`src/hdl/abls_pkg.sv`:
```
`default_nettype none
package abls_pkg;

    localparam int ABLS_MAX_COUNT   = 1024;
    localparam int ABLS_SAMPLE_BITS = 12;

    // fixed widths of the channel fields
    localparam int SAMPLE_W = 12;
    localparam int COUNT_W  = 11;

    typedef struct packed {
        logic [SAMPLE_W-1:0] sample_value;
        logic                end_of_buffer;
    } t_in_item;

    typedef struct packed {
        logic [SAMPLE_W-1:0] mean_level;
        logic [SAMPLE_W-1:0] span;
        logic [SAMPLE_W-1:0] rms_level;
        logic [COUNT_W-1:0]  samples_seen;
        logic                overflow_flag;
    } t_out_item;

    typedef struct packed {
        logic acc;        // sample transfer this cycle
        logic load;       // the transfer ends the buffer: start the divide
        logic div_step;
        logic mean_step;
        logic root_load;
        logic root_step;
        logic push;       // move the result into the output register
    } t_ctl_cmd;

    typedef struct packed {
        logic out_free;
    } t_dp_sts;

    typedef enum logic [4:0] {
        S_ACC   = 5'b00001,
        S_DIV   = 5'b00010,
        S_RLOAD = 5'b00100,
        S_ROOT  = 5'b01000,
        S_PUSH  = 5'b10000
    } t_state;

endpackage
`default_nettype wire

```
`src/hdl/audio_buffer_level_stats_unit.sv`:
```
// Audio buffer level meter: mean, peak-to-peak span and RMS of a buffer.
//
// Input channel (i_valid/o_ready, i_data): one sample per transfer, the last
// sample of a buffer marked by end_of_buffer. Samples of a running buffer
// are taken one per cycle.
// Output channel (o_valid/i_ready, o_data): one result per buffer.
// Config channel (i_cfg_valid/o_cfg_ready, i_cfg_data): the DC bias used for
// the RMS; always ready, write it only while the block is idle.
//
// After the last sample the input stalls while a shift-subtract divider runs,
// then a load state, a digit-by-digit square root of SAMPLE_BITS result bits,
// and a push into the output register: the result becomes valid and the input
// is ready again in the same cycle.
// The result register lets the next buffer accumulate while a result waits;
// if the receiver still stalls when the next result is done, the block holds
// it and keeps o_ready low. Reset clears the accumulators and the bias and
// drops any pending result.
`default_nettype none
module audio_buffer_level_stats_unit
    import abls_pkg::*;
#(
    parameter int MAX_COUNT   = ABLS_MAX_COUNT,
    parameter int SAMPLE_BITS = ABLS_SAMPLE_BITS
) (
    input  wire logic      i_clk,
    input  wire logic      i_rst_n,
    input  wire logic      i_valid,
    output logic           o_ready,
    input  wire t_in_item  i_data,
    output logic           o_valid,
    input  wire logic      i_ready,
    output t_out_item      o_data,
    input  wire logic      i_cfg_valid,
    output logic           o_cfg_ready,
    input  wire logic [SAMPLE_W-1:0] i_cfg_data
);

    localparam int SB = (SAMPLE_BITS < SAMPLE_W) ? SAMPLE_BITS : SAMPLE_W;
    localparam int TW = $clog2(MAX_COUNT + 1);

    t_ctl_cmd w_cmd;
    t_dp_sts  w_sts;

    abls_ctrl #(
        .DIV_STEPS  (2 * SB + TW),
        .MEAN_STEPS (SB + TW),
        .ROOT_STEPS (SB)
    ) u_ctrl (
        .i_clk      (i_clk),
        .i_rst_n    (i_rst_n),
        .i_in_valid (i_valid),
        .i_in_last  (i_data.end_of_buffer),
        .o_in_ready (o_ready),
        .i_sts      (w_sts),
        .o_cmd      (w_cmd)
    );

    abls_datapath #(
        .MAX_COUNT (MAX_COUNT),
        .SB        (SB),
        .TW        (TW)
    ) u_datapath (
        .i_clk       (i_clk),
        .i_rst_n     (i_rst_n),
        .i_cfg_valid (i_cfg_valid),
        .i_cfg_data  (i_cfg_data),
        .i_sample    (i_data.sample_value),
        .i_cmd       (w_cmd),
        .i_out_ready (i_ready),
        .o_sts       (w_sts),
        .o_out_valid (o_valid),
        .o_out_data  (o_data)
    );

    assign o_cfg_ready = 1'b1;

endmodule
`default_nettype wire

```
`src/hdl/abls_ctrl.sv`:
```
`default_nettype none
module abls_ctrl
    import abls_pkg::*;
#(
    parameter int DIV_STEPS  = 35,
    parameter int MEAN_STEPS = 23,
    parameter int ROOT_STEPS = 12
) (
    input  wire logic     i_clk,
    input  wire logic     i_rst_n,
    input  wire logic     i_in_valid,
    input  wire logic     i_in_last,
    output logic          o_in_ready,
    input  wire t_dp_sts  i_sts,
    output t_ctl_cmd      o_cmd
);

    localparam int CW = $clog2(DIV_STEPS + 1);
    localparam logic [CW-1:0] DIV_LAST  = CW'(DIV_STEPS - 1);
    localparam logic [CW-1:0] ROOT_LAST = CW'(ROOT_STEPS - 1);
    localparam logic [CW-1:0] MEAN_END  = CW'(MEAN_STEPS);

    t_state        r_state, n_state;
    logic [CW-1:0] r_cnt, n_cnt;

    always_comb begin
        n_state    = r_state;
        n_cnt      = r_cnt;
        o_cmd      = '0;
        o_in_ready = 1'b0;
        case (r_state)
            S_ACC: begin
                o_in_ready = 1'b1;
                if (i_in_valid) begin
                    o_cmd.acc = 1'b1;
                    if (i_in_last) begin
                        o_cmd.load = 1'b1;
                        n_cnt      = '0;
                        n_state    = S_DIV;
                    end
                end
            end
            S_DIV: begin
                o_cmd.div_step  = 1'b1;
                o_cmd.mean_step = (r_cnt < MEAN_END);
                n_cnt           = r_cnt + 1'b1;
                if (r_cnt == DIV_LAST) begin
                    n_state = S_RLOAD;
                end
            end
            S_RLOAD: begin
                o_cmd.root_load = 1'b1;
                n_cnt           = '0;
                n_state         = S_ROOT;
            end
            S_ROOT: begin
                o_cmd.root_step = 1'b1;
                n_cnt           = r_cnt + 1'b1;
                if (r_cnt == ROOT_LAST) begin
                    n_state = S_PUSH;
                end
            end
            S_PUSH: begin
                // hold until the output register is free
                if (i_sts.out_free) begin
                    o_cmd.push = 1'b1;
                    n_state    = S_ACC;
                end
            end
            default: begin
                n_state = S_ACC;
            end
        endcase
    end

    always_ff @(posedge i_clk) begin
        if (!i_rst_n) begin
            r_state <= S_ACC;
            r_cnt   <= '0;
        end else begin
            r_state <= n_state;
            r_cnt   <= n_cnt;
        end
    end

endmodule
`default_nettype wire

```
`src/hdl/abls_datapath.sv`:
```
`default_nettype none
module abls_datapath
    import abls_pkg::*;
#(
    parameter int MAX_COUNT = 1024,
    parameter int SB        = 12,
    parameter int TW        = 11
) (
    input  wire logic          i_clk,
    input  wire logic          i_rst_n,
    input  wire logic          i_cfg_valid,
    input  wire logic [SAMPLE_W-1:0] i_cfg_data,
    input  wire logic [SAMPLE_W-1:0] i_sample,
    input  wire t_ctl_cmd      i_cmd,
    input  wire logic          i_out_ready,
    output t_dp_sts            o_sts,
    output logic               o_out_valid,
    output t_out_item          o_out_data
);

    localparam int WS = SB + TW;
    localparam int WQ = 2 * SB + TW;
    localparam logic [TW-1:0] MAX_T = TW'(MAX_COUNT);

    logic [SAMPLE_W-1:0] r_dc_bias;

    logic [WS-1:0] r_sum,   n_sum;
    logic [WQ-1:0] r_sq,    n_sq;
    logic [SB-1:0] r_min,   n_min;
    logic [SB-1:0] r_max,   n_max;
    logic [TW-1:0] r_tally, n_tally;
    logic          r_sat,   n_sat;

    logic [SB-1:0]   w_s, w_b, w_dev;
    logic [2*SB-1:0] w_prod;
    logic            w_full;

    // divider state: square sum and level sum share the divisor
    logic [TW-1:0] r_div_n;
    logic [TW-1:0] r_qrem, r_mrem;
    logic [WQ-1:0] r_qquo;
    logic [WS-1:0] r_mquo;
    logic [SB-1:0] r_span;
    logic [TW-1:0] r_count;
    logic          r_ovf;

    logic [TW:0]   w_qsh, w_qdiff, w_msh, w_mdiff, w_den;
    logic          w_qge, w_mge;

    // square root state
    logic [2*SB-1:0] r_rad;
    logic [SB-1:0]   r_root;
    logic [SB+1:0]   r_srem;
    logic [SB+3:0]   w_trial, w_cand, w_tdiff;
    logic            w_tge;

    logic            r_out_valid;
    t_out_item       r_out;

    logic [WS+SAMPLE_W-1:0] w_mean_ext;
    logic [SB+SAMPLE_W-1:0] w_span_ext, w_rms_ext;
    logic [TW+COUNT_W-1:0]  w_cnt_ext;

    always_comb begin
        w_s    = i_sample[SB-1:0];
        w_b    = r_dc_bias[SB-1:0];
        w_dev  = (w_s >= w_b) ? (w_s - w_b) : (w_b - w_s);
        w_prod = {{SB{1'b0}}, w_dev} * {{SB{1'b0}}, w_dev};
        w_full = (r_tally >= MAX_T);

        n_sum   = r_sum;
        n_sq    = r_sq;
        n_min   = r_min;
        n_max   = r_max;
        n_tally = r_tally;
        n_sat   = r_sat | w_full;
        // drop samples once the count is saturated
        if (!w_full) begin
            n_sum   = r_sum + WS'(w_s);
            n_sq    = r_sq + WQ'(w_prod);
            n_min   = (w_s < r_min) ? w_s : r_min;
            n_max   = (w_s > r_max) ? w_s : r_max;
            n_tally = r_tally + 1'b1;
        end
    end

    always_comb begin
        w_den   = {1'b0, r_div_n};
        w_qsh   = {r_qrem, r_qquo[WQ-1]};
        w_qge   = (w_qsh >= w_den);
        w_qdiff = w_qsh - w_den;
        w_msh   = {r_mrem, r_mquo[WS-1]};
        w_mge   = (w_msh >= w_den);
        w_mdiff = w_msh - w_den;

        w_trial = {r_srem, r_rad[2*SB-1 -: 2]};
        w_cand  = {2'b00, r_root, 2'b01};
        w_tge   = (w_trial >= w_cand);
        w_tdiff = w_trial - w_cand;
    end

    always_ff @(posedge i_clk) begin
        if (!i_rst_n) begin
            r_dc_bias <= '0;
        end else if (i_cfg_valid) begin
            r_dc_bias <= i_cfg_data;
        end
    end

    always_ff @(posedge i_clk) begin
        if (!i_rst_n) begin
            r_sum   <= '0;
            r_sq    <= '0;
            r_min   <= '1;
            r_max   <= '0;
            r_tally <= '0;
            r_sat   <= 1'b0;
        end else if (i_cmd.acc) begin
            if (i_cmd.load) begin
                r_sum   <= '0;
                r_sq    <= '0;
                r_min   <= '1;
                r_max   <= '0;
                r_tally <= '0;
                r_sat   <= 1'b0;
            end else begin
                r_sum   <= n_sum;
                r_sq    <= n_sq;
                r_min   <= n_min;
                r_max   <= n_max;
                r_tally <= n_tally;
                r_sat   <= n_sat;
            end
        end
    end

    always_ff @(posedge i_clk) begin
        if (i_cmd.load) begin
            r_div_n <= n_tally;
            r_qrem  <= '0;
            r_qquo  <= n_sq;
            r_mrem  <= '0;
            r_mquo  <= n_sum;
            r_span  <= n_max - n_min;
            r_count <= n_tally;
            r_ovf   <= n_sat;
        end else if (i_cmd.div_step) begin
            r_qrem <= w_qge ? w_qdiff[TW-1:0] : w_qsh[TW-1:0];
            r_qquo <= {r_qquo[WQ-2:0], w_qge};
            if (i_cmd.mean_step) begin
                r_mrem <= w_mge ? w_mdiff[TW-1:0] : w_msh[TW-1:0];
                r_mquo <= {r_mquo[WS-2:0], w_mge};
            end
        end
    end

    always_ff @(posedge i_clk) begin
        if (i_cmd.root_load) begin
            // mean square stays below 2^(2*SB)
            r_rad  <= r_qquo[2*SB-1:0];
            r_root <= '0;
            r_srem <= '0;
        end else if (i_cmd.root_step) begin
            r_rad  <= {r_rad[2*SB-3:0], 2'b00};
            r_srem <= w_tge ? w_tdiff[SB+1:0] : w_trial[SB+1:0];
            r_root <= {r_root[SB-2:0], w_tge};
        end
    end

    assign w_mean_ext = {{SAMPLE_W{1'b0}}, r_mquo};
    assign w_span_ext = {{SAMPLE_W{1'b0}}, r_span};
    assign w_rms_ext  = {{SAMPLE_W{1'b0}}, r_root};
    assign w_cnt_ext  = {{COUNT_W{1'b0}}, r_count};

    always_ff @(posedge i_clk) begin
        if (i_cmd.push) begin
            r_out.mean_level    <= w_mean_ext[SAMPLE_W-1:0];
            r_out.span          <= w_span_ext[SAMPLE_W-1:0];
            r_out.rms_level     <= w_rms_ext[SAMPLE_W-1:0];
            r_out.samples_seen  <= w_cnt_ext[COUNT_W-1:0];
            r_out.overflow_flag <= r_ovf;
        end
    end

    always_ff @(posedge i_clk) begin
        if (!i_rst_n) begin
            r_out_valid <= 1'b0;
        end else if (i_cmd.push) begin
            r_out_valid <= 1'b1;
        end else if (i_out_ready) begin
            r_out_valid <= 1'b0;
        end
    end

    assign o_sts.out_free = !r_out_valid || i_out_ready;
    assign o_out_valid    = r_out_valid;
    assign o_out_data     = r_out;

endmodule
`default_nettype wire

```
`config.mk`:
```
export PLATFORM = sky130hd
export DESIGN_NAME = audio_buffer_level_stats_unit
export DESIGN_NICKNAME = d
export VERILOG_FILES = /design/src/hdl/abls_pkg.sv /design/src/hdl/audio_buffer_level_stats_unit.sv /design/src/hdl/abls_ctrl.sv /design/src/hdl/abls_datapath.sv
export SDC_FILE = /design/constraint.sdc
export NUM_CORES = 1
export LEC_CHECK = 0
export BUFFER_PORTS_ARGS = -buffer_cell sky130_fd_sc_hd__buf_2
export CAP_MARGIN = 5
export CORE_ASPECT_RATIO = 0.7
export CORE_MARGIN = 1.5
export CORE_UTILIZATION = 60
export DETAILED_ROUTE_END_ITERATION = 12
export HOLD_SLACK_MARGIN = 0.1
export PLACE_DENSITY = 0.8
export SYNTH_ARGS = -nofsm -noshare
export SYNTH_HDL_FRONTEND = slang
export SYNTH_HIERARCHICAL = 1
export SYNTH_SLANG_ARGS = --single-unit
```
`constraint.sdc`:
```
create_clock -name i_clk -period 32.6 [get_ports i_clk]
set_clock_uncertainty 0.05 [all_clocks]
set_input_delay 9.78 -clock i_clk [delete_from_list [all_inputs] [get_ports i_clk]]
set_output_delay 9.78 -clock i_clk [all_outputs]
set_load 0.005 [all_outputs]
```
==> results of run 1 <==
[cell type report]
class,count,area share [%]
Clock inverter,10,0.546
Clock buffer,51,3.90
Inverter,308,4.72
Tap cell,488,2.49
Sequential cell,320,32.4
Multi-Input combinational cell,1688,53.5
Timing Repair Buffer,104,2.38
[cell families (layout without fill, tap and decap cells)]
| logic type | Yosys count | count (layout) | share of synthesized area (%) |
|---|---|---|---|
| AOI/OAI and AO/OA | 519 | 519 | 15.3 |
| other | 1 | 1 | 0.0165 |
| muxes | 123 | 123 | 5.61 |
| DFF | 320 | 320 | 35.1 |
| and+or+nand+nor | 668 | 668 | 14.1 |
| buffers and inverters | 414 | 473 | 7.10 |
| adders and majority gates | 281 | 281 | 19.0 |
| xor gates and xnor gates | 96 | 96 | 3.77 |
[synthesized netlist by cell type (5+ instances only)]
library cell	number
a2111oi_0	6
a211oi_1	22
a21boi_0	9
a21o_1	58
a21oi_1	141
a22o_1	10
a22oi_1	42
a311oi_1	8
a31oi_1	24
and2_1	10
and3_1	23
buf_1	10
buf_2	15
clkbuf_1	74
dfxtp_1	166
edfxtp_1	154
fa_1	106
ha_1	175
inv_1	304
mux2_2	30
mux2i_1	92
nand2_1	137
nand2b_1	27
nand3_1	48
nand4_1	27
nor2_1	251
nor2b_1	30
nor3_1	30
o211ai_1	16
o21a_1	14
o21ai_0	86
o21bai_1	8
o22ai_1	8
o31a_1	5
o31ai_1	9
or2_2	21
or3_1	25
or4_1	5
xnor2_1	51
xor2_1	43
[sequential cells by signal, indices dropped and copies added, names as in the netlist, 11 cells and up]
| name | cells |
|---|---|
| u_datapath/r_mquo | 23 |
| u_datapath/r_tally | 11 |
| u_datapath/r_qrem | 11 |
| u_datapath/r_count | 11 |
| u_datapath/r_rad | 24 |
| u_datapath/r_mrem | 11 |
| u_datapath/r_sq | 35 |
| u_datapath/r_sum | 23 |
| u_datapath/r_srem | 14 |
| u_datapath/r_min | 12 |
| u_datapath/r_root | 12 |
| u_datapath/r_qquo | 35 |
| u_datapath/o_out_data | 48 |
| u_datapath/r_span | 12 |
| u_datapath/r_dc_bias | 12 |
| u_datapath/r_max | 12 |
[per-layer routing]
| metal | track usage [%] | wire, um | up-vias | share of wire (%) |
|---|---|---|---|---|
| li1 | - | - | 8445 | - |
| met1 | 40.7 | 25200 | 8397 | 46 |
| met2 | 43.2 | 24000 | 586 | 44 |
| met3 | 4.98 | 4170 | 75 | 7.7 |
| met4 | 6.56 | 937 | 0 | 1.7 |
| met5 | 0 | 0 | - | 0 |
[metrics by stage]
stage               utilization, %  std cells  setup slack [ns]  hold WS (ns)  area (um2)
floorplan                        -       2422             15.36         0.350       22700
global placement              63.0       2907             14.25         0.353       23400
detailed placement            63.0       2907             13.96         0.355       23400
CTS                           65.9       2968             14.53         0.369       24500
global route                  65.9       2969             13.94         0.378       24500
finish                        65.9       2969             14.43         0.368       24500
[worst paths after layout]
kind / from / to / slack (ns) / depth (start not counted)
worst max-delay path: i_data[1] / u_datapath/r_sq[34] / 14.43 / 28
worst min-delay path: u_datapath/r_span[8] / u_datapath/o_out_data[32] / 0.37 / 0
worst max register to register: u_datapath/r_dc_bias[0] / u_datapath/r_sq[34] / 23.50 / 26
worst min register to register: u_datapath/r_span[8] / u_datapath/o_out_data[32] / 0.37 / 0
==> impl_metrics.env, run 1 <==
export IMPL_grt_overflow_total=0
export IMPL_die_h_um=166
export IMPL_tns_ns=0
export IMPL_place_detailed_hpwl_um=39700
export IMPL_worstPathRequired_ns=33.01
export IMPL_final_min_period_over_clock_period_pct=55.7
export IMPL_post_route_cells_drive_above_1_share_pct=9.67
export IMPL_grt_start_max_net_pins=85
export IMPL_tritoncts_num_sinks=320
export IMPL_path_clk_slew_ns=0.06
export IMPL_vias_per_cell=5.90
export IMPL_pin_count=81
export IMPL_postCtsSetupRepairBufs=0
export IMPL_cts_root_to_sink_buffers=3
export IMPL_drtPass1Iterations=6
export IMPL_postSynth_topFlopCell="dfxtp_1"
export IMPL_final_max_slew_violation_count=0
export IMPL_gp_congestion=0.934
export IMPL_flop_and_latch_count_out_of_synthesis=320
export IMPL_area_growth_syn_to_layout_pct=8.17
export IMPL_layout_cells_most_common="inv_1"
export IMPL_netlist_instances=2422
export IMPL_ctsRootBufferMaster="clkbuf_16"
export IMPL_design_final_nets=2767
export IMPL_synth_seq_area_share_pct=35.1
export IMPL_core_rowCount=59
export IMPL_startpoint_type="input port"
export IMPL_syn_nets=2733
export IMPL_filler_cell_count=2975
export IMPL_top_library_cells_by_usage_in_the_layout_fill_and_taps_aside="inv_1 (302), nor2_1 (249), ha_1 (175)"
export IMPL_hold_viol_final=0
export IMPL_antenna_violating_nets_post_route=0
export IMPL_post_synth_instance_area_um2=22700
export IMPL_cp_buffers_inverters=6
export IMPL_postCtsResizedCells=0
export IMPL_die_area_um2=39000
export IMPL_critPathKind="in -> reg"
export IMPL_number_of_warning_messages_in_the_yosys_log=6
export IMPL_via_count=17500
export IMPL_worstSkewPairLatency_ns=0.54
export IMPL_floorplan_initialDensity_pct=60.9
export IMPL_chipWidth_um=235
export IMPL_track_usage_pct=27.9
export IMPL_post_synth_top_area_fraction_pct=20.4
export IMPL_largest_area_contributor_in_the_synthesized_netlist="edfxtp_1"
export IMPL_timing_hold_worst_class="reg -> reg"
export IMPL_tritoncts="built"
export IMPL_antenna_found_initial=0
export IMPL_first_iteration_detailed_routing_drc_count=1513
export IMPL_design_core_area_um2=37200
export IMPL_timing_worst_slew_pin_value_ns=1.08
export IMPL_postSynth_asyncResetShare_pct=0
export IMPL_cp_arrival_ns=18.58
export IMPL_multi_input_area_um2=13100
export IMPL_yosysUniqueCellTypes=94
export IMPL_cts_htree_levels=2
export IMPL_timing_critical_path_max_delay_family="adder cells"
export IMPL_slowest_delay_ns=0.88
export IMPL_setup_viol_count_final=0
export IMPL_num_antenna_cells=0
export IMPL_relSlewSlack_pct=27.3
export IMPL_synth_area_top_cells="edfxtp_1 (20%), dfxtp_1 (15%), ha_1 (9.7%)"
export IMPL_unrepaired_setup_endpoints_after_global_routing="false"
export IMPL_portBuffers=79
export IMPL_drt_wl_total_um=54300
export IMPL_area_taken_by_flip_flops_and_latches_um2=7950
export IMPL_cts_buffers_inserted=34
export IMPL_finalCriticalPeriod_ns=18.17
export IMPL_max_freq_ghz=0.0550
export IMPL_grt_pass1_vias=17000
export IMPL_worst_setup_path_end_kind="flop"
export IMPL_cap_viol_max_count=0
export IMPL_path_max_fanout=19
export IMPL_detail_route_wl_per_cell_um=18.3
export IMPL_run_status="finished clean"
export IMPL_holdBufCountCts=0
export IMPL_drc_errors=0
export IMPL_grt_first_pass_wirelength_um=88400
export IMPL_cpMaxStageDelayCell="xnor2_1"
export IMPL_synth_edf_count=154
export IMPL_synth_avg_cell_area_um2=9.36
Power of run 1 is not shown: default switching activity piles up to over one toggle a cycle in this logic, so the estimate is an artifact.
==> run 2: changes to the inputs <==
--- a/config.mk
+++ b/config.mk
@@ -9,7 +9,7 @@
 export CAP_MARGIN = 5
 export CORE_ASPECT_RATIO = 0.7
 export CORE_MARGIN = 1.5
-export CORE_UTILIZATION = 60
+export CORE_UTILIZATION = 58
 export DETAILED_ROUTE_END_ITERATION = 12
 export HOLD_SLACK_MARGIN = 0.1
 export PLACE_DENSITY = 0.8
==> constraint.sdc (replaced) <==
create_clock -name i_clk -period 15.96 [get_ports i_clk]
set_clock_uncertainty 0.05 [all_clocks]
set_input_delay 4.788 -clock i_clk [delete_from_list [all_inputs] [get_ports i_clk]]
set_output_delay 4.788 -clock i_clk [all_outputs]
set_load 0.005 [all_outputs]
==> run 2 against run 1 <==
Compared with the run above:
- design area about the same
- utilization shrank 2.1 points
- wire length is 1.9% higher
- final cell count increased by 1.3%
- register-to-register slack got worse by 17 ns
- sequential share of layout area hardly changed
- global-route usage shrank 0.052 points
- via count is 2.5% higher
- worst hold slack got worse by 0.00086 ns
- setup slack worse by 12 ns
- die area up 3.4%
- sequential cell count is the same
- largest cell class unchanged
==> impl_metrics.env, run 2 (synthesized netlist as in run 1, its figures left out) <==
export IMPL_place_detailed_hpwl_um=40500
export IMPL_cts_buffers_inserted=34
export IMPL_finalCriticalPeriod_ns=13.40
export IMPL_ctsRootBufferMaster="clkbuf_16"
export IMPL_detailed_place_area_um2=23500
export IMPL_total_placed_cells_including_tap_cells=2945
export IMPL_path_max_fanout=19
export IMPL_final_max_slew_violation_count=0
export IMPL_timing_worst_slew_pin_value_ns=1.14
export IMPL_cts_root_to_sink_buffers=3
export IMPL_die_h_um=168
export IMPL_cts_htree_levels=2
export IMPL_pin_count=81
export IMPL_grt_pass1_vias=17600
export IMPL_design_final_nets=2765
export IMPL_worstPathRequired_ns=16.33
export IMPL_portBuffers=79
export IMPL_largest_register_ff_count=48
export IMPL_gp_congestion=0.959
export IMPL_track_usage_pct=27.8
export IMPL_unrepaired_setup_endpoints_after_global_routing="false"
export IMPL_whs_path_depth=0
export IMPL_final_instance_area_um2=24500
export IMPL_design_core_area_um2=38400
export IMPL_critPathKind="in -> reg"
export IMPL_first_iteration_detailed_routing_drc_count=1536
export IMPL_path_clk_slew_ns=0.06
export IMPL_run_status="finished clean"
export IMPL_die_area_um2=40300
export IMPL_worstSkewPairLatency_ns=0.54
export IMPL_worst_reg2reg_path_depth=26
export IMPL_postCtsSetupRepairBufs=0
export IMPL_chipWidth_um=239
export IMPL_antenna_found_initial=1
export IMPL_core_rowCount=60
export IMPL_drtPass1Iterations=6
export IMPL_layout_cells_most_common="inv_1"
export IMPL_tritoncts="built"
export IMPL_drc_errors=0
export IMPL_timing_reg2reg_setup_slack_ns=6.62
export IMPL_setup_viol_count_final=0
export IMPL_final_min_period_over_clock_period_pct=84.0
export IMPL_timing_hold_worst_class="reg -> reg"
export IMPL_area_growth_syn_to_layout_pct=8.19
export IMPL_holdBufCountCts=0
export IMPL_vias_per_cell=5.96
export IMPL_postCtsResizedCells=0
export IMPL_hold_path_endpoint="u_datapath/o_out_data[32]"
export IMPL_num_antenna_cells=0
export IMPL_floorplan_initialDensity_pct=59.0
export IMPL_grt_start_max_net_pins=89
export IMPL_grt_overflow_total=0
export IMPL_tns_ns=0
export IMPL_relSlewSlack_pct=23.7
export IMPL_cp_arrival_ns=13.78
export IMPL_via_count=17900
export IMPL_detail_route_wl_per_cell_um=18.4
export IMPL_rr_endpoint="u_datapath/r_sq[27]"
export IMPL_hold_viol_final=0
export IMPL_worst_setup_path_end_kind="flop"
export IMPL_final_util_pct=63.8
export IMPL_post_route_cells_drive_above_1_share_pct=9.44
export IMPL_top_library_cells_by_usage_in_the_layout_fill_and_taps_aside="inv_1 (302), nor2_1 (249), ha_1 (175)"
export IMPL_max_freq_ghz=0.0746
export IMPL_antenna_violating_nets_post_route=0
export IMPL_stdcell_count=3007
export IMPL_cap_viol_max_count=0
export IMPL_hold_start="u_datapath/r_span[8]"
export IMPL_drt_wl_total_um=55400
export IMPL_startpoint_type="input port"
export IMPL_tritoncts_num_sinks=320
export IMPL_grt_first_pass_wirelength_um=90100
export IMPL_worstReg2RegStart="u_datapath/r_dc_bias[0]"
## run 2: cell types whose count changed in the layout (fill, tap and decap cells not counted), sizes merged
cell | before | now
clkinv | 7 | 11
clkinvlp | 0 | 2
clkbuf | 51 | 47
inv | 309 | 308
buf | 104 | 102
## run 2: final cells by class
cell class | count | area [um2]
Sequential cell | 320 | 7950
Fill cell | 3163 | 13900
Inverter | 308 | 1160
Timing Repair Buffer | 102 | 568
Tap cell | 527 | 659
Clock buffer | 47 | 921
Clock inverter | 15 | 141
Multi-Input combinational cell | 1688 | 13100
## run 2: metrics by stage
step                setup WS, ns  hold WS (ns)
finish                      2.56         0.367
global placement            2.65         0.352
detailed placement          2.24         0.356
CTS                         2.77         0.366
floorplan                   3.71         0.350
global route                2.22         0.368
## run 2: how the worst max path moves through the flow
| stage | from | to | slack [ns] | depth (start not counted) |
|---|---|---|---|---|
| after floorplan | i_data[1] | u_datapath/r_qquo[28] | 3.71 | 33 |
| after global placement | i_data[1] | u_datapath/r_sq[34] | 2.65 | 28 |
| after detailed placement | i_data[1] | u_datapath/r_sq[34] | 2.24 | 28 |
| after CTS | i_data[1] | u_datapath/r_sq[34] | 2.77 | 28 |
| after global routing | i_data[1] | u_datapath/r_sq[27] | 2.22 | 28 |
| final | i_data[1] | u_datapath/r_sq[27] | 2.56 | 28 |
## run 2: critical path, cell delays in order
cell and delay, ns:
buf_2 0.16, inv_1 0.08, ha_1 0.56, nand4_1 0.16
nand3_1 0.19, a2111oi_4 0.10, o31ai_4 0.78, mux2i_1 0.20
xnor2_1 0.92, inv_1 0.32, nand2b_1 0.19, fa_1 0.47
fa_1 0.50, inv_1 0.05, fa_1 0.51, fa_1 0.55
inv_1 0.06, fa_1 0.53, inv_1 0.04, ha_1 0.38
and2_4 0.19, nand4_1 0.09, a21oi_1 0.26, o21ai_0 0.22
a21boi_0 0.63, o2111ai_1 0.32, and3_1 0.27, o31a_1 0.24
## run 2: routing by layer
metal | up-vias | track usage [%] | part of all wire (%)
li1 | 8462 | - | -
met1 | 8718 | 39.1 | 46
met2 | 663 | 43.8 | 44
met4 | 2 | 7.90 | 2.2
met5 | - | 0 | 0.023
met3 | 88 | 5.28 | 7.4
Power of run 2 is left out for the same reason.
==> run 3: changes to the inputs <==
--- a/config.mk
+++ b/config.mk
@@ -5,14 +5,15 @@
 export SDC_FILE = /design/constraint.sdc
 export NUM_CORES = 1
 export LEC_CHECK = 0
+export ABC_AREA = 1
 export BUFFER_PORTS_ARGS = -buffer_cell sky130_fd_sc_hd__buf_2
 export CAP_MARGIN = 5
 export CORE_ASPECT_RATIO = 0.7
 export CORE_MARGIN = 1.5
-export CORE_UTILIZATION = 58
+export CORE_UTILIZATION = 60
 export DETAILED_ROUTE_END_ITERATION = 12
 export HOLD_SLACK_MARGIN = 0.1
-export PLACE_DENSITY = 0.8
+export PLACE_DENSITY = 0.79
 export SYNTH_ARGS = -nofsm -noshare
 export SYNTH_HDL_FRONTEND = slang
 export SYNTH_HIERARCHICAL = 1
==> constraint.sdc (replaced) <==
create_clock -name i_clk -period 13.75 [get_ports i_clk]
set_clock_uncertainty 0.05 [all_clocks]
set_input_delay 4.125 -clock i_clk [delete_from_list [all_inputs] [get_ports i_clk]]
set_output_delay 4.125 -clock i_clk [all_outputs]
set_load 0.005 [all_outputs]
==> run 3 against run 2 <==
Compared with the run above:
- die area increased by 0.64%
- worst hold slack gained 0.0054 ns
- synthesized area rose by 4.1%
- sequential cell count unchanged
- final cell count increased by 25%
- utilization grew 2.2 points
- clock-buffer cell count decreased by 11
- non-clock buffer count down 9
- global-route usage increased by 4.2 points
- wire length up 15%
- register-to-register slack got worse by 0.33 ns
- design area is 3.9% higher
==> impl_metrics.env, run 3 <==
export IMPL_slowest_delay_ns=0.55
export IMPL_final_max_slew_violation_count=0
export IMPL_synth_avg_cell_area_um2=7.43
export IMPL_startpoint_type="input port"
export IMPL_postSynth_topFlopCell="dfxtp_1"
export IMPL_place_detailed_hpwl_um=48200
export IMPL_critPathKind="in -> reg"
export IMPL_path_max_fanout=12
export IMPL_vias_per_cell=5.58
export IMPL_cp_arrival_ns=11.20
export IMPL_tritoncts_num_sinks=320
export IMPL_post_route_cells_drive_above_1_share_pct=7.06
export IMPL_die_area_um2=40600
export IMPL_largest_register_ff_count=48
export IMPL_path_clk_slew_ns=0.07
export IMPL_synth_area_top_cells="edfxtp_1 (20%), nand2_1 (15%), dfxtp_1 (14%)"
export IMPL_post_synth_instance_area_um2=23600
export IMPL_antenna_violating_nets_post_route=0
export IMPL_cap_viol_max_count=0
export IMPL_postSynth_asyncResetShare_pct=0
export IMPL_critical_path_top_cell_by_count="inv_1"
export IMPL_cts_htree_levels=1
export IMPL_worstSkewPairLatency_ns=0.62
export IMPL_grt_pass1_vias=20000
export IMPL_postCtsSetupRepairBufs=0
export IMPL_post_synth_top_area_fraction_pct=19.6
export IMPL_tns_ns=0
export IMPL_area_growth_syn_to_layout_pct=7.93
export IMPL_design_final_nets=3528
export IMPL_run_status="finished clean"
export IMPL_synth_cells_most_frequent="nand2_1 (934), inv_1 (511), nor2_1 (218), a21oi_1 (212), ha_1 (175)"
export IMPL_chipWidth_um=240
export IMPL_netlist_instances=3177
export IMPL_final_min_period_over_clock_period_pct=79.3
export IMPL_ctsRootBufferMaster="clkbuf_16"
export IMPL_design_core_area_um2=38600
export IMPL_cts_buffers_inserted=31
export IMPL_drt_wl_total_um=63900
export IMPL_pin_count=81
export IMPL_worstPathRequired_ns=14.04
export IMPL_grt_first_pass_wirelength_um=103000
export IMPL_portBuffers=79
export IMPL_setup_viol_count_final=0
export IMPL_timing_critical_path_max_delay_family="adder cells"
export IMPL_detail_route_wl_per_cell_um=16.9
export IMPL_layout_cells_most_common="nand2_1"
export IMPL_drtPass1Iterations=6
export IMPL_syn_nets=3488
export IMPL_unrepaired_setup_endpoints_after_global_routing="false"
export IMPL_hold_viol_final=0
export IMPL_cpMaxStageDelayCell="fa_1"
export IMPL_finalCriticalPeriod_ns=10.91
export IMPL_number_of_warning_messages_in_the_yosys_log=6
export IMPL_core_rowCount=60
export IMPL_synth_seq_area_share_pct=33.7
export IMPL_holdBufCountCts=0
export IMPL_drc_errors=0
export IMPL_yosysUniqueCellTypes=48
export IMPL_max_freq_ghz=0.0917
export IMPL_synth_most_common_cell="nand2_1"
export IMPL_largest_area_contributor_in_the_synthesized_netlist="edfxtp_1"
export IMPL_via_count=21000
export IMPL_floorplan_initialDensity_pct=61.2
export IMPL_flop_and_latch_count_out_of_synthesis=320
export IMPL_timing_worst_slew_pin_value_ns=1.28
export IMPL_postCtsResizedCells=0
export IMPL_worst_setup_path_end_kind="flop"
export IMPL_cts_root_to_sink_buffers=3
export IMPL_synth_edf_count=154
export IMPL_first_iteration_detailed_routing_drc_count=2190
export IMPL_grt_start_max_net_pins=88
export IMPL_gp_congestion=0.996
export IMPL_antenna_found_initial=2
export IMPL_die_h_um=169
export IMPL_cp_buffers_inverters=9
export IMPL_track_usage_pct=32.0
export IMPL_top_library_cells_by_usage_in_the_layout_fill_and_taps_aside="nand2_1 (934), inv_1 (509), nor2_1 (216)"
export IMPL_tritoncts="built"
export IMPL_grt_overflow_total=0
export IMPL_timing_hold_worst_class="reg -> reg"
export IMPL_relSlewSlack_pct=14.5
[run 3: cell count changes in the layout (fill, tap and decap cells not counted), moves of 29 or more]
| cell | before | now |
|---|---|---|
| nand2_1 | 137 | 934 |
| inv_1 | 302 | 509 |
| nand3_1 | 48 | 174 |
| mux2i_1 | 92 | 0 |
| a21oi_1 | 141 | 212 |
| o21ai_0 | 85 | 135 |
| a21o_1 | 58 | 11 |
| a22oi_1 | 42 | 0 |
| nor2_1 | 249 | 216 |
| mux2_2 | 30 | 0 |
| nor2b_1 | 29 | 0 |
[run 3: final cells by class]
cell class	count	area, um2
antenna	1	2.50
clock buffer	36	805
clock inverter	22	254
fill	3296	13100
inverter	536	2010
multi-input combinational	2235	13300
sequential	320	7950
tap	527	659
timing repair buffer	93	500
[run 3: routing by layer]
metal	share of wire, %	GRT usage (%)	vias up
met5	0	0	-
met4	2.3	7.96	0
met3	12	8.84	104
met2	41	47.0	964
met1	45	46.5	9790
li1	-	-	10200
[run 3: cells by family (layout without fill, tap and decap cells)]
logic type / count (synthesis) / after routing / synth area share, %
AO/OA/AOI/OAI: 456 / 456 / 10.5
XOR/XNOR: 58 / 58 / 2.15
adder cells (fa/ha/maj): 281 / 281 / 18.3
buffers and inverters: 622 / 687 / 10.1
flip-flops: 320 / 320 / 33.7
other: 1 / 2 / 0.0159
AND/OR/NAND/NOR: 1439 / 1439 / 25.3
[run 3: worst paths after layout]
| check | endpoint | start | slack, ns | cells after the start |
|---|---|---|---|---|
| min reg2reg | u_datapath/o_out_data[32] | u_datapath/r_span[8] | 0.37 | 0 |
| min | u_datapath/o_out_data[32] | u_datapath/r_span[8] | 0.37 | 0 |
| max | u_datapath/r_qquo[34] | i_data[1] | 2.84 | 30 |
| max reg2reg | u_datapath/r_qquo[34] | u_datapath/r_dc_bias[0] | 6.29 | 28 |
[run 3: per-stage QoR]
| stage | setup WS, ns | cells | cell area [um2] | hold slack [ns] | util (%) |
|---|---|---|---|---|---|
| floorplan | 3.54 | 3177 | 23600 | 0.350 | - |
| finish | 2.84 | 3770 | 25500 | 0.373 | 66.0 |
| global placement | 2.46 | 3711 | 24400 | 0.354 | 63.3 |
| detailed placement | 2.36 | 3711 | 24400 | 0.355 | 63.3 |
| global route | 2.36 | 3770 | 25500 | 0.378 | 66.0 |
| CTS | 2.97 | 3769 | 25500 | 0.375 | 66.0 |
Power of run 3 is left out for the same reason.
